<file path="config.mk">
export PLATFORM = sky130hd
export DESIGN_NAME = exp_golomb_unary_binarizer
export DESIGN_NICKNAME = d
export VERILOG_FILES = /design/src/egub_pkg.sv /design/src/egub_ctrl.sv /design/src/egub_dp.sv /design/src/exp_golomb_unary_binarizer.sv
export SDC_FILE = /design/constraint.sdc
export NUM_CORES = 1
export LEC_CHECK = 0
export ABC_CLOCK_PERIOD_IN_PS = 6600
export BUFFER_PORTS_ARGS = -buffer_cell sky130_fd_sc_hd__buf_2
export CAP_MARGIN = 40
export CORE_MARGIN = 2
export CORE_UTILIZATION = 55
export DETAILED_ROUTE_END_ITERATION = 8
export PLACE_DENSITY_LB_ADDON = 0.05
export SLEW_MARGIN = 0
export SYNTH_ARGS = -nofsm -noshare
export SYNTH_HDL_FRONTEND = slang
export SYNTH_SLANG_ARGS = --single-unit
</file>
<file path="constraint.sdc">
create_clock -name clk -period 6.6 [get_ports clk]
set_input_delay 0.66 -clock clk [delete_from_list [all_inputs] [get_ports clk]]
set_output_delay 0.66 -clock clk [all_outputs]
set_load 0.01 [all_outputs]
</file>
<file path="src/egub_pkg.sv">
`timescale 1ns / 1ps
// Shared types and constants for the exp-Golomb / unary binarizer.
// Used by egub_ctrl, egub_dp and the top level; depends on nothing.
package egub_pkg;

    localparam int MAX_UNARY_DEF     = 62;
    localparam int CONTEXT_COUNT_DEF = 64;

    // Binarization modes carried on the operation field.
    localparam logic [2:0] OP_UNARY  = 3'd0;
    localparam logic [2:0] OP_SUNARY = 3'd1;
    localparam logic [2:0] OP_TUNARY = 3'd2;
    localparam logic [2:0] OP_EG     = 3'd3;
    localparam logic [2:0] OP_SEG    = 3'd4;
    localparam logic [2:0] OP_EEG    = 3'd5;
    localparam logic [2:0] OP_SEEG   = 3'd6;

    typedef enum logic [3:0] {
        ST_IDLE,
        ST_PREP,
        ST_SCAN,
        ST_DISPATCH,
        ST_ZEROS,
        ST_ONE,
        ST_INFO_A,
        ST_INFO_B,
        ST_SIGN
    } state_t;

    // Segment of the bin string being emitted.
    typedef enum logic [2:0] {
        PH_NONE,
        PH_ZEROS,
        PH_ONE,
        PH_INFO_A,
        PH_INFO_B,
        PH_SIGN
    } phase_t;

    typedef struct packed {
        logic   load;
        logic   prep;
        logic   scan;
        logic   pop;
        phase_t phase;
    } cmd_t;

    typedef struct packed {
        logic is_exp;
        logic scan_found;
        logic zeros_left;
        logic zeros_end;
        logic one_left;
        logic a_left;
        logic a_end;
        logic b_left;
        logic b_end;
        logic sign_left;
    } status_t;

endpackage

</file>
<file path="src/egub_ctrl.sv">
`timescale 1ns / 1ps
// Sequencer for the binarizer: walks setup, leading-one scan and the bin segments.
// Depends on egub_pkg; drives the datapath egub_dp through cmd_t / status_t.
module egub_ctrl (
    input  logic              clk,
    input  logic              rst_n,
    input  logic              in_valid,
    output logic              in_ready,
    output logic              out_valid,
    input  logic              out_ready,
    input  egub_pkg::status_t status,
    output egub_pkg::cmd_t    cmd
);
    import egub_pkg::*;

    state_t state_reg;
    state_t state_next;
    state_t pick_b;
    state_t pick_a;
    state_t pick_one;
    state_t pick_z;
    state_t pick_all;

    always_ff @(posedge clk or negedge rst_n)
    begin
        if (!rst_n)
        begin
            state_reg <= ST_IDLE;
        end
        else
        begin
            state_reg <= state_next;
        end
    end

    // First segment that still holds bins, starting after the named one.
    always_comb
    begin
        pick_b   = status.sign_left  ? ST_SIGN   : ST_IDLE;
        pick_a   = status.b_left     ? ST_INFO_B : pick_b;
        pick_one = status.a_left     ? ST_INFO_A : pick_a;
        pick_z   = status.one_left   ? ST_ONE    : pick_one;
        pick_all = status.zeros_left ? ST_ZEROS  : pick_z;
    end

    always_comb
    begin
        state_next = state_reg;
        in_ready   = 1'b0;
        out_valid  = 1'b0;
        cmd.load   = 1'b0;
        cmd.prep   = 1'b0;
        cmd.scan   = 1'b0;
        cmd.pop    = 1'b0;
        cmd.phase  = PH_NONE;
        case (state_reg)
            ST_IDLE:
            begin
                in_ready = 1'b1;
                if (in_valid)
                begin
                    cmd.load   = 1'b1;
                    state_next = ST_PREP;
                end
            end
            ST_PREP:
            begin
                cmd.prep   = 1'b1;
                state_next = status.is_exp ? ST_SCAN : ST_DISPATCH;
            end
            ST_SCAN:
            begin
                cmd.scan = 1'b1;
                if (status.scan_found)
                begin
                    state_next = ST_DISPATCH;
                end
            end
            ST_DISPATCH:
            begin
                state_next = pick_all;
            end
            ST_ZEROS:
            begin
                cmd.phase = PH_ZEROS;
                out_valid = 1'b1;
                cmd.pop   = out_ready;
                if (out_ready && status.zeros_end)
                begin
                    state_next = pick_z;
                end
            end
            ST_ONE:
            begin
                cmd.phase = PH_ONE;
                out_valid = 1'b1;
                cmd.pop   = out_ready;
                if (out_ready)
                begin
                    state_next = pick_one;
                end
            end
            ST_INFO_A:
            begin
                cmd.phase = PH_INFO_A;
                out_valid = 1'b1;
                cmd.pop   = out_ready;
                if (out_ready && status.a_end)
                begin
                    state_next = pick_a;
                end
            end
            ST_INFO_B:
            begin
                cmd.phase = PH_INFO_B;
                out_valid = 1'b1;
                cmd.pop   = out_ready;
                if (out_ready && status.b_end)
                begin
                    state_next = pick_b;
                end
            end
            ST_SIGN:
            begin
                cmd.phase = PH_SIGN;
                out_valid = 1'b1;
                cmd.pop   = out_ready;
                if (out_ready)
                begin
                    state_next = ST_IDLE;
                end
            end
            default:
            begin
                state_next = ST_IDLE;
            end
        endcase
    end

endmodule

</file>
<file path="src/egub_dp.sv">
`timescale 1ns / 1ps
// Datapath of the binarizer: magnitude and clamping, byte-wise leading-one scan,
// segment counters and the bin multiplexer. Depends on egub_pkg.
module egub_dp #(
    parameter int MAX_UNARY     = egub_pkg::MAX_UNARY_DEF,
    parameter int CONTEXT_COUNT = egub_pkg::CONTEXT_COUNT_DEF
) (
    input  logic               clk,
    input  logic               rst_n,
    input  logic [2:0]         operation,
    input  logic signed [31:0] value,
    input  logic [5:0]         max_count,
    input  logic [5:0]         context_req,
    input  egub_pkg::cmd_t     cmd,
    output egub_pkg::status_t  status,
    output logic               bin,
    output logic [5:0]         bin_context,
    output logic               last,
    output logic               overflow
);
    import egub_pkg::*;

    function automatic logic [3:0] bit_len(input logic [7:0] v);
        logic [3:0] n;
        n = 4'd0;
        for (int i = 0; i < 8; i++)
        begin
            if (v[i])
            begin
                n = 4'(i + 1);
            end
        end
        return n;
    endfunction

    // Payload registers.
    logic [2:0]  op_reg,    op_next;
    logic [31:0] raw_reg,   raw_next;
    logic [5:0]  limit_reg, limit_next;
    logic [5:0]  ctx_reg,   ctx_next;
    logic        ovf_reg,   ovf_next;
    logic [31:0] x_reg,     x_next;
    logic [31:0] aval_reg,  aval_next;

    // Segment counters.
    logic [1:0]  scan_idx_reg, scan_idx_next;
    logic [5:0]  nz_reg,       nz_next;
    logic        one_reg,      one_next;
    logic [4:0]  na_reg,       na_next;
    logic [4:0]  nb_reg,       nb_next;
    logic        sign_reg,     sign_next;

    logic        neg;
    logic        signed_mode;
    logic        unary_op;
    logic        exp_op;
    logic        eeg_op;
    logic        force_zero;
    logic [31:0] max32;
    logic        big;
    logic [5:0]  mag_low;
    logic [5:0]  mag_c;
    logic        trunc_clip;
    logic [5:0]  mag_t;
    logic [31:0] x_val;
    logic [5:0]  ctx_sat;
    logic [7:0]  scan_byte;
    logic        scan_found;
    logic [5:0]  k;
    logic [5:0]  km1;
    logic [3:0]  k2;
    logic [3:0]  k2m1;
    logic [6:0]  total;

    assign neg         = raw_reg[31];
    assign signed_mode = (op_reg == OP_SUNARY) || (op_reg == OP_SEG) || (op_reg == OP_SEEG);
    assign unary_op    = (op_reg == OP_UNARY) || (op_reg == OP_SUNARY)
                         || (op_reg == OP_TUNARY);
    assign eeg_op      = (op_reg == OP_EEG) || (op_reg == OP_SEEG);
    assign exp_op      = (op_reg == OP_EG) || (op_reg == OP_SEG) || eeg_op;
    assign force_zero  = neg && !signed_mode;
    assign max32       = 32'(MAX_UNARY);

    // Unary clamp is decided on the raw word, so no negation sits in front of it.
    assign big        = !force_zero
                        && (neg ? (raw_reg < (32'd0 - max32)) : (raw_reg > max32));
    assign mag_low    = neg ? (~raw_reg[5:0] + 6'd1) : raw_reg[5:0];
    assign mag_c      = force_zero ? 6'd0 : (big ? 6'(MAX_UNARY) : mag_low);
    assign trunc_clip = (op_reg == OP_TUNARY) && (mag_c > limit_reg);
    assign mag_t      = trunc_clip ? limit_reg : mag_c;

    // x = magnitude + 1; for a negative value that is ~raw + 2.
    assign x_val = force_zero ? 32'd1
                              : ((neg ? ~raw_reg : raw_reg) + (neg ? 32'd2 : 32'd1));

    assign ctx_sat = ({3'd0, context_req} >= 9'(CONTEXT_COUNT))
                     ? 6'(CONTEXT_COUNT - 1) : context_req;

    // Leading-one search over x, one byte per cycle from the top.
    assign scan_byte  = x_reg[{scan_idx_reg, 3'b000} +: 8];
    assign scan_found = (scan_byte != 8'd0) || (scan_idx_reg == 2'd0);
    assign k          = {1'b0, scan_idx_reg, 3'b000} + {2'b00, bit_len(scan_byte)};
    assign km1        = k - 6'd1;
    assign k2         = bit_len({2'b00, k});
    assign k2m1       = k2 - 4'd1;

    always_comb
    begin
        op_next       = op_reg;
        raw_next      = raw_reg;
        limit_next    = limit_reg;
        ctx_next      = ctx_reg;
        ovf_next      = ovf_reg;
        x_next        = x_reg;
        aval_next     = aval_reg;
        scan_idx_next = scan_idx_reg;
        nz_next       = nz_reg;
        one_next      = one_reg;
        na_next       = na_reg;
        nb_next       = nb_reg;
        sign_next     = sign_reg;

        if (cmd.load)
        begin
            op_next    = operation;
            raw_next   = $unsigned(value);
            limit_next = max_count;
            ctx_next   = ctx_sat;
        end

        if (cmd.prep)
        begin
            ovf_next      = force_zero || (unary_op && big) || trunc_clip;
            x_next        = x_val;
            scan_idx_next = 2'd3;
            nz_next       = unary_op ? mag_t : 6'd0;
            one_next      = unary_op ? ((op_reg != OP_TUNARY) || (mag_t < limit_reg)) : exp_op;
            na_next       = 5'd0;
            nb_next       = 5'd0;
            sign_next     = signed_mode && (raw_reg != 32'd0);
        end

        if (cmd.scan)
        begin
            if (scan_found)
            begin
                if (eeg_op)
                begin
                    // Exp-Golomb code of k-1 as prefix, then k-1 info bits of x.
                    nz_next   = {2'b00, k2m1};
                    na_next   = {1'b0, k2m1};
                    aval_next = {26'd0, k};
                    nb_next   = km1[4:0];
                end
                else
                begin
                    nz_next   = km1;
                    na_next   = km1[4:0];
                    aval_next = x_reg;
                    nb_next   = 5'd0;
                end
            end
            else
            begin
                scan_idx_next = scan_idx_reg - 2'd1;
            end
        end

        if (cmd.pop)
        begin
            case (cmd.phase)
                PH_ZEROS:  nz_next   = nz_reg - 6'd1;
                PH_ONE:    one_next  = 1'b0;
                PH_INFO_A: na_next   = na_reg - 5'd1;
                PH_INFO_B: nb_next   = nb_reg - 5'd1;
                PH_SIGN:   sign_next = 1'b0;
                default:   nz_next   = nz_reg;
            endcase
        end
    end

    always_ff @(posedge clk)
    begin
        op_reg    <= op_next;
        raw_reg   <= raw_next;
        limit_reg <= limit_next;
        ctx_reg   <= ctx_next;
        ovf_reg   <= ovf_next;
        x_reg     <= x_next;
        aval_reg  <= aval_next;
    end

    always_ff @(posedge clk or negedge rst_n)
    begin
        if (!rst_n)
        begin
            scan_idx_reg <= 2'd0;
            nz_reg       <= 6'd0;
            one_reg      <= 1'b0;
            na_reg       <= 5'd0;
            nb_reg       <= 5'd0;
            sign_reg     <= 1'b0;
        end
        else
        begin
            scan_idx_reg <= scan_idx_next;
            nz_reg       <= nz_next;
            one_reg      <= one_next;
            na_reg       <= na_next;
            nb_reg       <= nb_next;
            sign_reg     <= sign_next;
        end
    end

    always_comb
    begin
        case (cmd.phase)
            PH_ZEROS:  bin = 1'b0;
            PH_ONE:    bin = 1'b1;
            PH_INFO_A: bin = aval_reg[na_reg - 5'd1];
            PH_INFO_B: bin = x_reg[nb_reg - 5'd1];
            PH_SIGN:   bin = ~raw_reg[31];
            default:   bin = 1'b0;
        endcase
    end

    assign total = {1'b0, nz_reg} + {6'd0, one_reg} + {2'b00, na_reg}
                   + {2'b00, nb_reg} + {6'd0, sign_reg};

    assign last        = (total == 7'd1);
    assign bin_context = ctx_reg;
    assign overflow    = ovf_reg;

    assign status.is_exp     = exp_op;
    assign status.scan_found = scan_found;
    assign status.zeros_left = (nz_reg != 6'd0);
    assign status.zeros_end  = (nz_reg == 6'd1);
    assign status.one_left   = one_reg;
    assign status.a_left     = (na_reg != 5'd0);
    assign status.a_end      = (na_reg == 5'd1);
    assign status.b_left     = (nb_reg != 5'd0);
    assign status.b_end      = (nb_reg == 5'd1);
    assign status.sign_left  = sign_reg;

endmodule

</file>
<file path="src/exp_golomb_unary_binarizer.sv">
`timescale 1ns / 1ps
// Top level of the exp-Golomb / unary binarizer: controller plus datapath.
// Depends on egub_pkg, egub_ctrl and egub_dp.

// The block takes one value with a mode and a context and emits its bin string,
// one bin per output item, each tagged with the (saturated) context, the overflow
// flag and a last marker on the final bin. It works on one item at a time. After
// an item is accepted the controller passes through a setup state, then in the
// exp-Golomb modes a byte-wide leading-one scan of magnitude+1 from the top byte,
// then a dispatch state, then emits one bin per cycle while the output is ready,
// and returns to idle, where the next item is taken. The longest bin string has
// 64 bins (signed exp-Golomb of the largest magnitude, whose scan stops at the
// top byte). A value with no bins (mode 7, or truncated unary with a zero limit)
// produces no output item.
module exp_golomb_unary_binarizer #(
    parameter int MAX_UNARY     = egub_pkg::MAX_UNARY_DEF,
    parameter int CONTEXT_COUNT = egub_pkg::CONTEXT_COUNT_DEF
) (
    input  logic               clk,
    input  logic               rst_n,
    input  logic               in_valid,
    output logic               in_ready,
    input  logic [2:0]         operation,
    input  logic signed [31:0] value,
    input  logic [5:0]         max_count,
    input  logic [5:0]         context_req,
    output logic               out_valid,
    input  logic               out_ready,
    output logic               bin,
    output logic [5:0]         bin_context,
    output logic               last,
    output logic               overflow
);
    import egub_pkg::*;

    cmd_t    cmd;
    status_t status;

    egub_ctrl u_ctrl (
        .clk       (clk),
        .rst_n     (rst_n),
        .in_valid  (in_valid),
        .in_ready  (in_ready),
        .out_valid (out_valid),
        .out_ready (out_ready),
        .status    (status),
        .cmd       (cmd)
    );

    egub_dp #(
        .MAX_UNARY     (MAX_UNARY),
        .CONTEXT_COUNT (CONTEXT_COUNT)
    ) u_dp (
        .clk         (clk),
        .rst_n       (rst_n),
        .operation   (operation),
        .value       (value),
        .max_count   (max_count),
        .context_req (context_req),
        .cmd         (cmd),
        .status      (status),
        .bin         (bin),
        .bin_context (bin_context),
        .last        (last),
        .overflow    (overflow)
    );

`ifndef SYNTHESIS
    // Input and output sides are never open in the same cycle.
    a_no_overlap: assert property (@(posedge clk) disable iff (!rst_n)
        !(in_ready && out_valid))
        else $error("input taken while a bin is pending");

    // Setup always follows an accepted item.
    a_setup_after_accept: assert property (@(posedge clk) disable iff (!rst_n)
        (in_valid && in_ready) |=> (!out_valid && !in_ready))
        else $error("no setup cycle after an accepted item");

    // Nothing more is emitted after the last bin of an item.
    a_quiet_after_last: assert property (@(posedge clk) disable iff (!rst_n)
        (out_valid && out_ready && last) |=> !out_valid)
        else $error("bin emitted after the last bin");

    // Context and overflow stay fixed across the bins of one item.
    a_tags_steady: assert property (@(posedge clk) disable iff (!rst_n)
        (out_valid && out_ready && !last) |=> ($stable(overflow) && $stable(bin_context)))
        else $error("item tags changed within one bin string");
`endif

endmodule
</file>
# Yosys cells after proc, flatten, opt, wreduce, memory -nomap -nowiden
# Cells that the tools add are included.
# word_totals
register_bits	136
input_bits	51
out_inout_bits	11
wordCells	180
# classes
n_addsub	13
order_cmp	6
eq_ne	32
shift	1
muxes	77
bitwise	3
n_reduce_logical	33
# op_table
cell	count
4-bit 2-to-1 mux	19
6-bit 2-to-1 mux	11
5-bit 2-to-1 mux	12
4-bit case mux with 9 select lines	1
32-bit adder	1
32-bit by 6-bit > comparator with 1-bit output (second input constant)	1
32-bit < comparator (second input constant)	1
32-bit 2-to-1 mux	1
32-bit inverter	1
32-bit nonzero test	1
32-bit by 6-bit variable part select with 8-bit output	1
4-bit case mux with 5 select lines	1
1-bit 2-to-1 mux	19
4-bit by 3-bit == test with 1-bit output (second input constant)	4
3-bit == test (second input constant)	5
7-bit by 5-bit adder with 7-bit output	2
3-bit by 2-bit == test with 1-bit output (second input constant)	4
5-bit by 6-bit < comparator with 1-bit output (second input constant)	2
2-bit 2-to-1 mux	6
6-bit case mux with 2 select lines	1
6-bit by 1-bit subtractor with 6-bit output (second input constant)	2
1-bit logical OR	11
1-bit binary-select mux with 5-bit select	2
5-bit by 1-bit == test with 1-bit output (second input constant)	2
other kinds (34)	54

# Longest topological paths before layout
# logic_depth
word_depth	22
depth_mapped	25
mapped_depth_nobuf	20

# Modules after synthesis
# A second synthesis with hierarchy kept.
# unflattened
hier_cells	859
hier_area_um2	9064.9
# by_module_without_submodules
mod	instances	cells_each	area_per_inst_um2	seq_area_each_um2
egub_dp	1	786	8491.9	3863.7
egub_ctrl	1	73	573.0	100.1

# Least setup slack after synthesis
# OpenSTA, ideal clock, no wires.
# synth_path
path_kind	reg2reg
startpoint	register u_dp.raw_reg[31]
endpoint	register u_dp.one_reg
setup_time_ns	0.077
t_arrival_ns	4.962
required_time_ns	6.523
setup_slack_ns	1.560
path_stages_with_launch	26
path_buffers	5
synth_period_minus_slack_ns	5.040
cell_sequence	edfxtp_1 buf_4 clkbuf_1 inv_1 clkbuf_1 buf_1 ha_1 nor4b_1 nand4_1 nor3_1 o21ai_0 and2_1 ha_1 nand4_1 o21ba_2 o31a_1 clkbuf_1 inv_1 a31oi_1 inv_1 ha_1 a21o_1 a21o_1 a21oi_1 o21ai_0 a21oi_1
# synth_between
elab_chain_len	14
# synth_lines
item	line_no	rtl
start: declaration	egub_dp.sv:38	logic [31:0] raw_reg, raw_next;
start signal: assignment	egub_dp.sv:185	raw_reg <= raw_next;
32-bit by 6-bit > comparator with 1-bit output, or another cell as far along	egub_dp.sv:86	&& (neg ? (raw_reg < (32'd0 - max32)) : (raw_reg > max32));
1-bit 2-to-1 mux or 1-bit zero test (tied branches)	egub_dp.sv:86, egub_dp.sv:85	
1-bit logical AND	egub_dp.sv:86	
6-bit 2-to-1 mux	egub_dp.sv:88	assign mag_c = force_zero ? 6'd0 : (big ? 6'(MAX_UNARY) : mag_low);
6-bit 2-to-1 mux (*)	egub_dp.sv:88	
6-bit > comparator	egub_dp.sv:89	assign trunc_clip = (op_reg == OP_TUNARY) && (mag_c > limit_reg);
1-bit logical AND	egub_dp.sv:89	
6-bit 2-to-1 mux (*)	egub_dp.sv:90	assign mag_t = trunc_clip ? limit_reg : mag_c;
6-bit < comparator (*)	egub_dp.sv:137	one_next = unary_op ? ((op_reg != OP_TUNARY) || (mag_t < limit_reg)) : exp_op;
1-bit logical OR (*)	egub_dp.sv:137	
1-bit 2-to-1 mux (*)	egub_dp.sv:137	
1-bit 2-to-1 mux (*)	egub_dp.sv:131	if (cmd.prep)
1-bit 2-to-1 mux	egub_dp.sv:171	case (cmd.phase)
1-bit 2-to-1 mux (*)	egub_dp.sv:169	if (cmd.pop)
net u_dp.one_next	egub_dp.sv:48	logic one_reg, one_next;
end signal: assignment	egub_dp.sv:208	one_reg <= one_next;
end: declaration	egub_dp.sv:48	
# The timed path passes the listed nets; every way through them passes the cells marked *.
# A chain may end at the register's enable or synchronous reset.

# Worst setup path after layout
# layout_path
startpoint	register u_dp.raw_reg[28]
endpoint	register u_dp.one_reg
# layout_between
elab_chain_len	14
# layout_lines
item	line_no
32-bit by 6-bit > comparator with 1-bit output or 32-bit < comparator (tied branches)	egub_dp.sv:86
1-bit 2-to-1 mux (*)	egub_dp.sv:86
1-bit logical AND (*)	egub_dp.sv:86
6-bit 2-to-1 mux (*) (2 in series)	egub_dp.sv:88
6-bit > comparator	egub_dp.sv:89
1-bit logical AND	egub_dp.sv:89
6-bit 2-to-1 mux (*)	egub_dp.sv:90
6-bit < comparator (*)	egub_dp.sv:137
1-bit logical OR (*)	egub_dp.sv:137
1-bit 2-to-1 mux (*)	egub_dp.sv:137
1-bit 2-to-1 mux (*)	egub_dp.sv:131
1-bit 2-to-1 mux	egub_dp.sv:171
1-bit 2-to-1 mux (*)	egub_dp.sv:169
net u_dp.one_next	egub_dp.sv:48
# Marked as above.

==> metrics.csv <==
metric,value,unit
hold_ws,243.2,ps
synth_fp_nets,971,
postRouteAntennaNets,0,
min_period_over_period,74.77,%
peakVddDrop,0.2178,mV
dr_total_vias,7473,
fmax,202.6,MHz
dr.first_iter.drc_count,974,
netlist_area,0.009175,sq mm
setup_violations,0,
nNetsFinal,1008,
overflow,0,
cts_hold_buf,0,
fp.dieW,133.2,um
place_congestion,0.9198,
ys_seq_area_share,43.20,%
hold_class,primary input to asynchronous set/reset pin,
avgSynthCellArea,10.44,sq um
rrSetupSlack,1670,ps
io_buffer_count,61,
clk_pin_slew,60,ps
vias_per_cell,6.510,
maxSlewViolCount,0,
drive_gt1_share,17.35,%
clk_path_buf_depth,2,
p_total,4617,uW
root_buffer,clkbuf_16,
insertion_delay,420,ps
cts_tree,built,
ys_warn_count,0,
ys_seq_elements,136,
finalSetupTns,0,ps
num_rows,47,
finalCriticalPeriod,4935,ps
rsz0062_at_grt,no,
cts_max_level,4,
synth_edf_count,112,
critPathMaxFanout,9,
finalHoldViolations,0,
skew,13.74,ps
start_util,55.72,%
crit_start,u_dp.raw_reg[28],
die_area,0.01773,sq mm
postCtsResizedCells,0,
ys_types,84,
relSlewSlack,40.76,%
end_kind,flip-flop,
antennaDiodeCount,0,
fillers,1342,
dpl.hpwl,18.02,mm
coreArea,0.01647,sq mm
antenna_found_initial,0,
startpoint_type,flip-flop,
first_global_vias,7135,
io_pins,62,
routedWlPerCell,21.07,um
grt_max_degree,69,
cp.required,6930,ps
clkSinkCount,136,
crit_type,flip-flop to flip-flop,
grt_pass1_wl,38.91,mm
grt_usage,28.10,%
ys_async_sr_fraction,17.65,%
dr.pass1.iters,5,
cts_setup_buffers,0,
worstMarginPinSlew,887.3,ps
cts_buffers,17,
die_h,133.2,um
synthCells,879,
powerDensity,452.9,mW/mm^2
multi_input_comb_area,0.004840,sq mm
crit_arrival,5260,ps
leakagePower,0.003714,uW
register_area,0.003964,sq mm
drc,0,
reg2reg_from,u_dp.raw_reg[28],
finalWirelength,24.19,mm
utilization,61.91,%
outcome,"finished, final reports clean",
drv_cap,0,
ys.flop_type,edfxtp_1,
area_delta_synth_final,11.11,%
[layout make-up]
class / instances / area share (%)
inverters: 44 / 1.620
multi-input cells: 649 / 47.47
clock inverters: 13 / 1.436
repair buffers: 68 / 3.682
flip-flops and latches: 136 / 38.88
well taps: 220 / 2.700
clock buffers: 18 / 4.210
[cells in the mapped netlist, types with 12 or more instances]
cell type	number	area, sq um
and2_1	34	212.7
edfxtp_1	112	3363
a21oi_1	60	300.3
ha_1	34	425.4
inv_1	42	157.7
nor2_1	59	221.5
clkbuf_1	41	153.9
mux2i_1	12	120.1
nand2_1	48	180.2
dfrtp_1	24	600.6
nand3_1	26	130.1
nor3_1	32	160.2
mux4_2	28	630.6
xnor2_1	17	148.9
o21ai_0	53	265.3
a211oi_1	16	120.1
[cell usage in the layout, fill, tap and decap left out, types with 11 or more instances in the layout]
cell	count
edfxtp_1	112
buf_2	62
a21oi_1	60
nor2_1	59
o21ai_0	53
nand2_1	48
inv_1	42
ha_1	34
and2_1	33
nor3_1	32
mux4_2	28
nand3_1	26
dfrtp_1	24
xnor2_1	17
clkbuf_16	17
a211oi_1	16
mux2i_1	12
nor4_1	11
nand2b_1	11
nand4_1	11
[cell families after synthesis]
group	count (synthesis)	share of synthesized area [%]
flops	136	43.20
fa+ha+maj	41	6.164
mux	45	8.796
compound gates	240	17.52
xor+xnor	27	2.577
simple gates	296	17.67
buf+inv	94	4.064
[per-layer routing]
layer | wire [um] | global-route usage (%) | up-vias
li1 | - | - | 3468
met1 | 10870 | 41.50 | 3601
met2 | 11200 | 43.90 | 368
met3 | 1880 | 5.327 | 36
met4 | 240 | 5.851 | 0
met5 | 0 | 0 | -
[worst paths after layout]
path | to | cells after the start
max | u_dp.one_reg | 18
min | u_ctrl.state_reg[2] | 1
max reg2reg | u_dp.one_reg | 18
min reg2reg | u_dp.aval_reg[14] | 1
max in group asynchronous | u_dp.nz_reg[2] | 1
min in group clk | u_dp.raw_reg[26] | 1
[where the power goes]
group | leakage (uW) | total (uW) | switching, uW | internal, uW
clock | 0.000278 | 932 | 374 | 558
combinational | 0.00210 | 2050 | 1160 | 889
sequential | 0.00134 | 1630 | 348 | 1290
[worst max-delay path: stages (launching register included)]
cell	delay [ps]
edfxtp_1	480
nor4_1	700
nand3_1	210
nor3_1	400
o21ai_0	200
and2_1	210
ha_1	300
nand3_1	70
a21boi_0	220
o31a_1	410
inv_1	230
a31oi_1	270
inv_1	70
ha_1	310
a21o_1	160
a21o_1	170
a21oi_1	140
o21ai_0	90
a21oi_1	190
[metrics by stage]
| stage | worst slack (ps) | std cells | instance area [sq um] |
|---|---|---|---|
| floorplan | 1560 | 879 | 9175 |
| global placement | 2131 | 1114 | 9579 |
| detailed placement | 1897 | 1117 | 9619 |
| CTS | 1744 | 1148 | 10190 |
| global route | 1320 | 1148 | 10190 |
| finish | 1665 | 1148 | 10190 |
(Power assumes the default switching activity.)
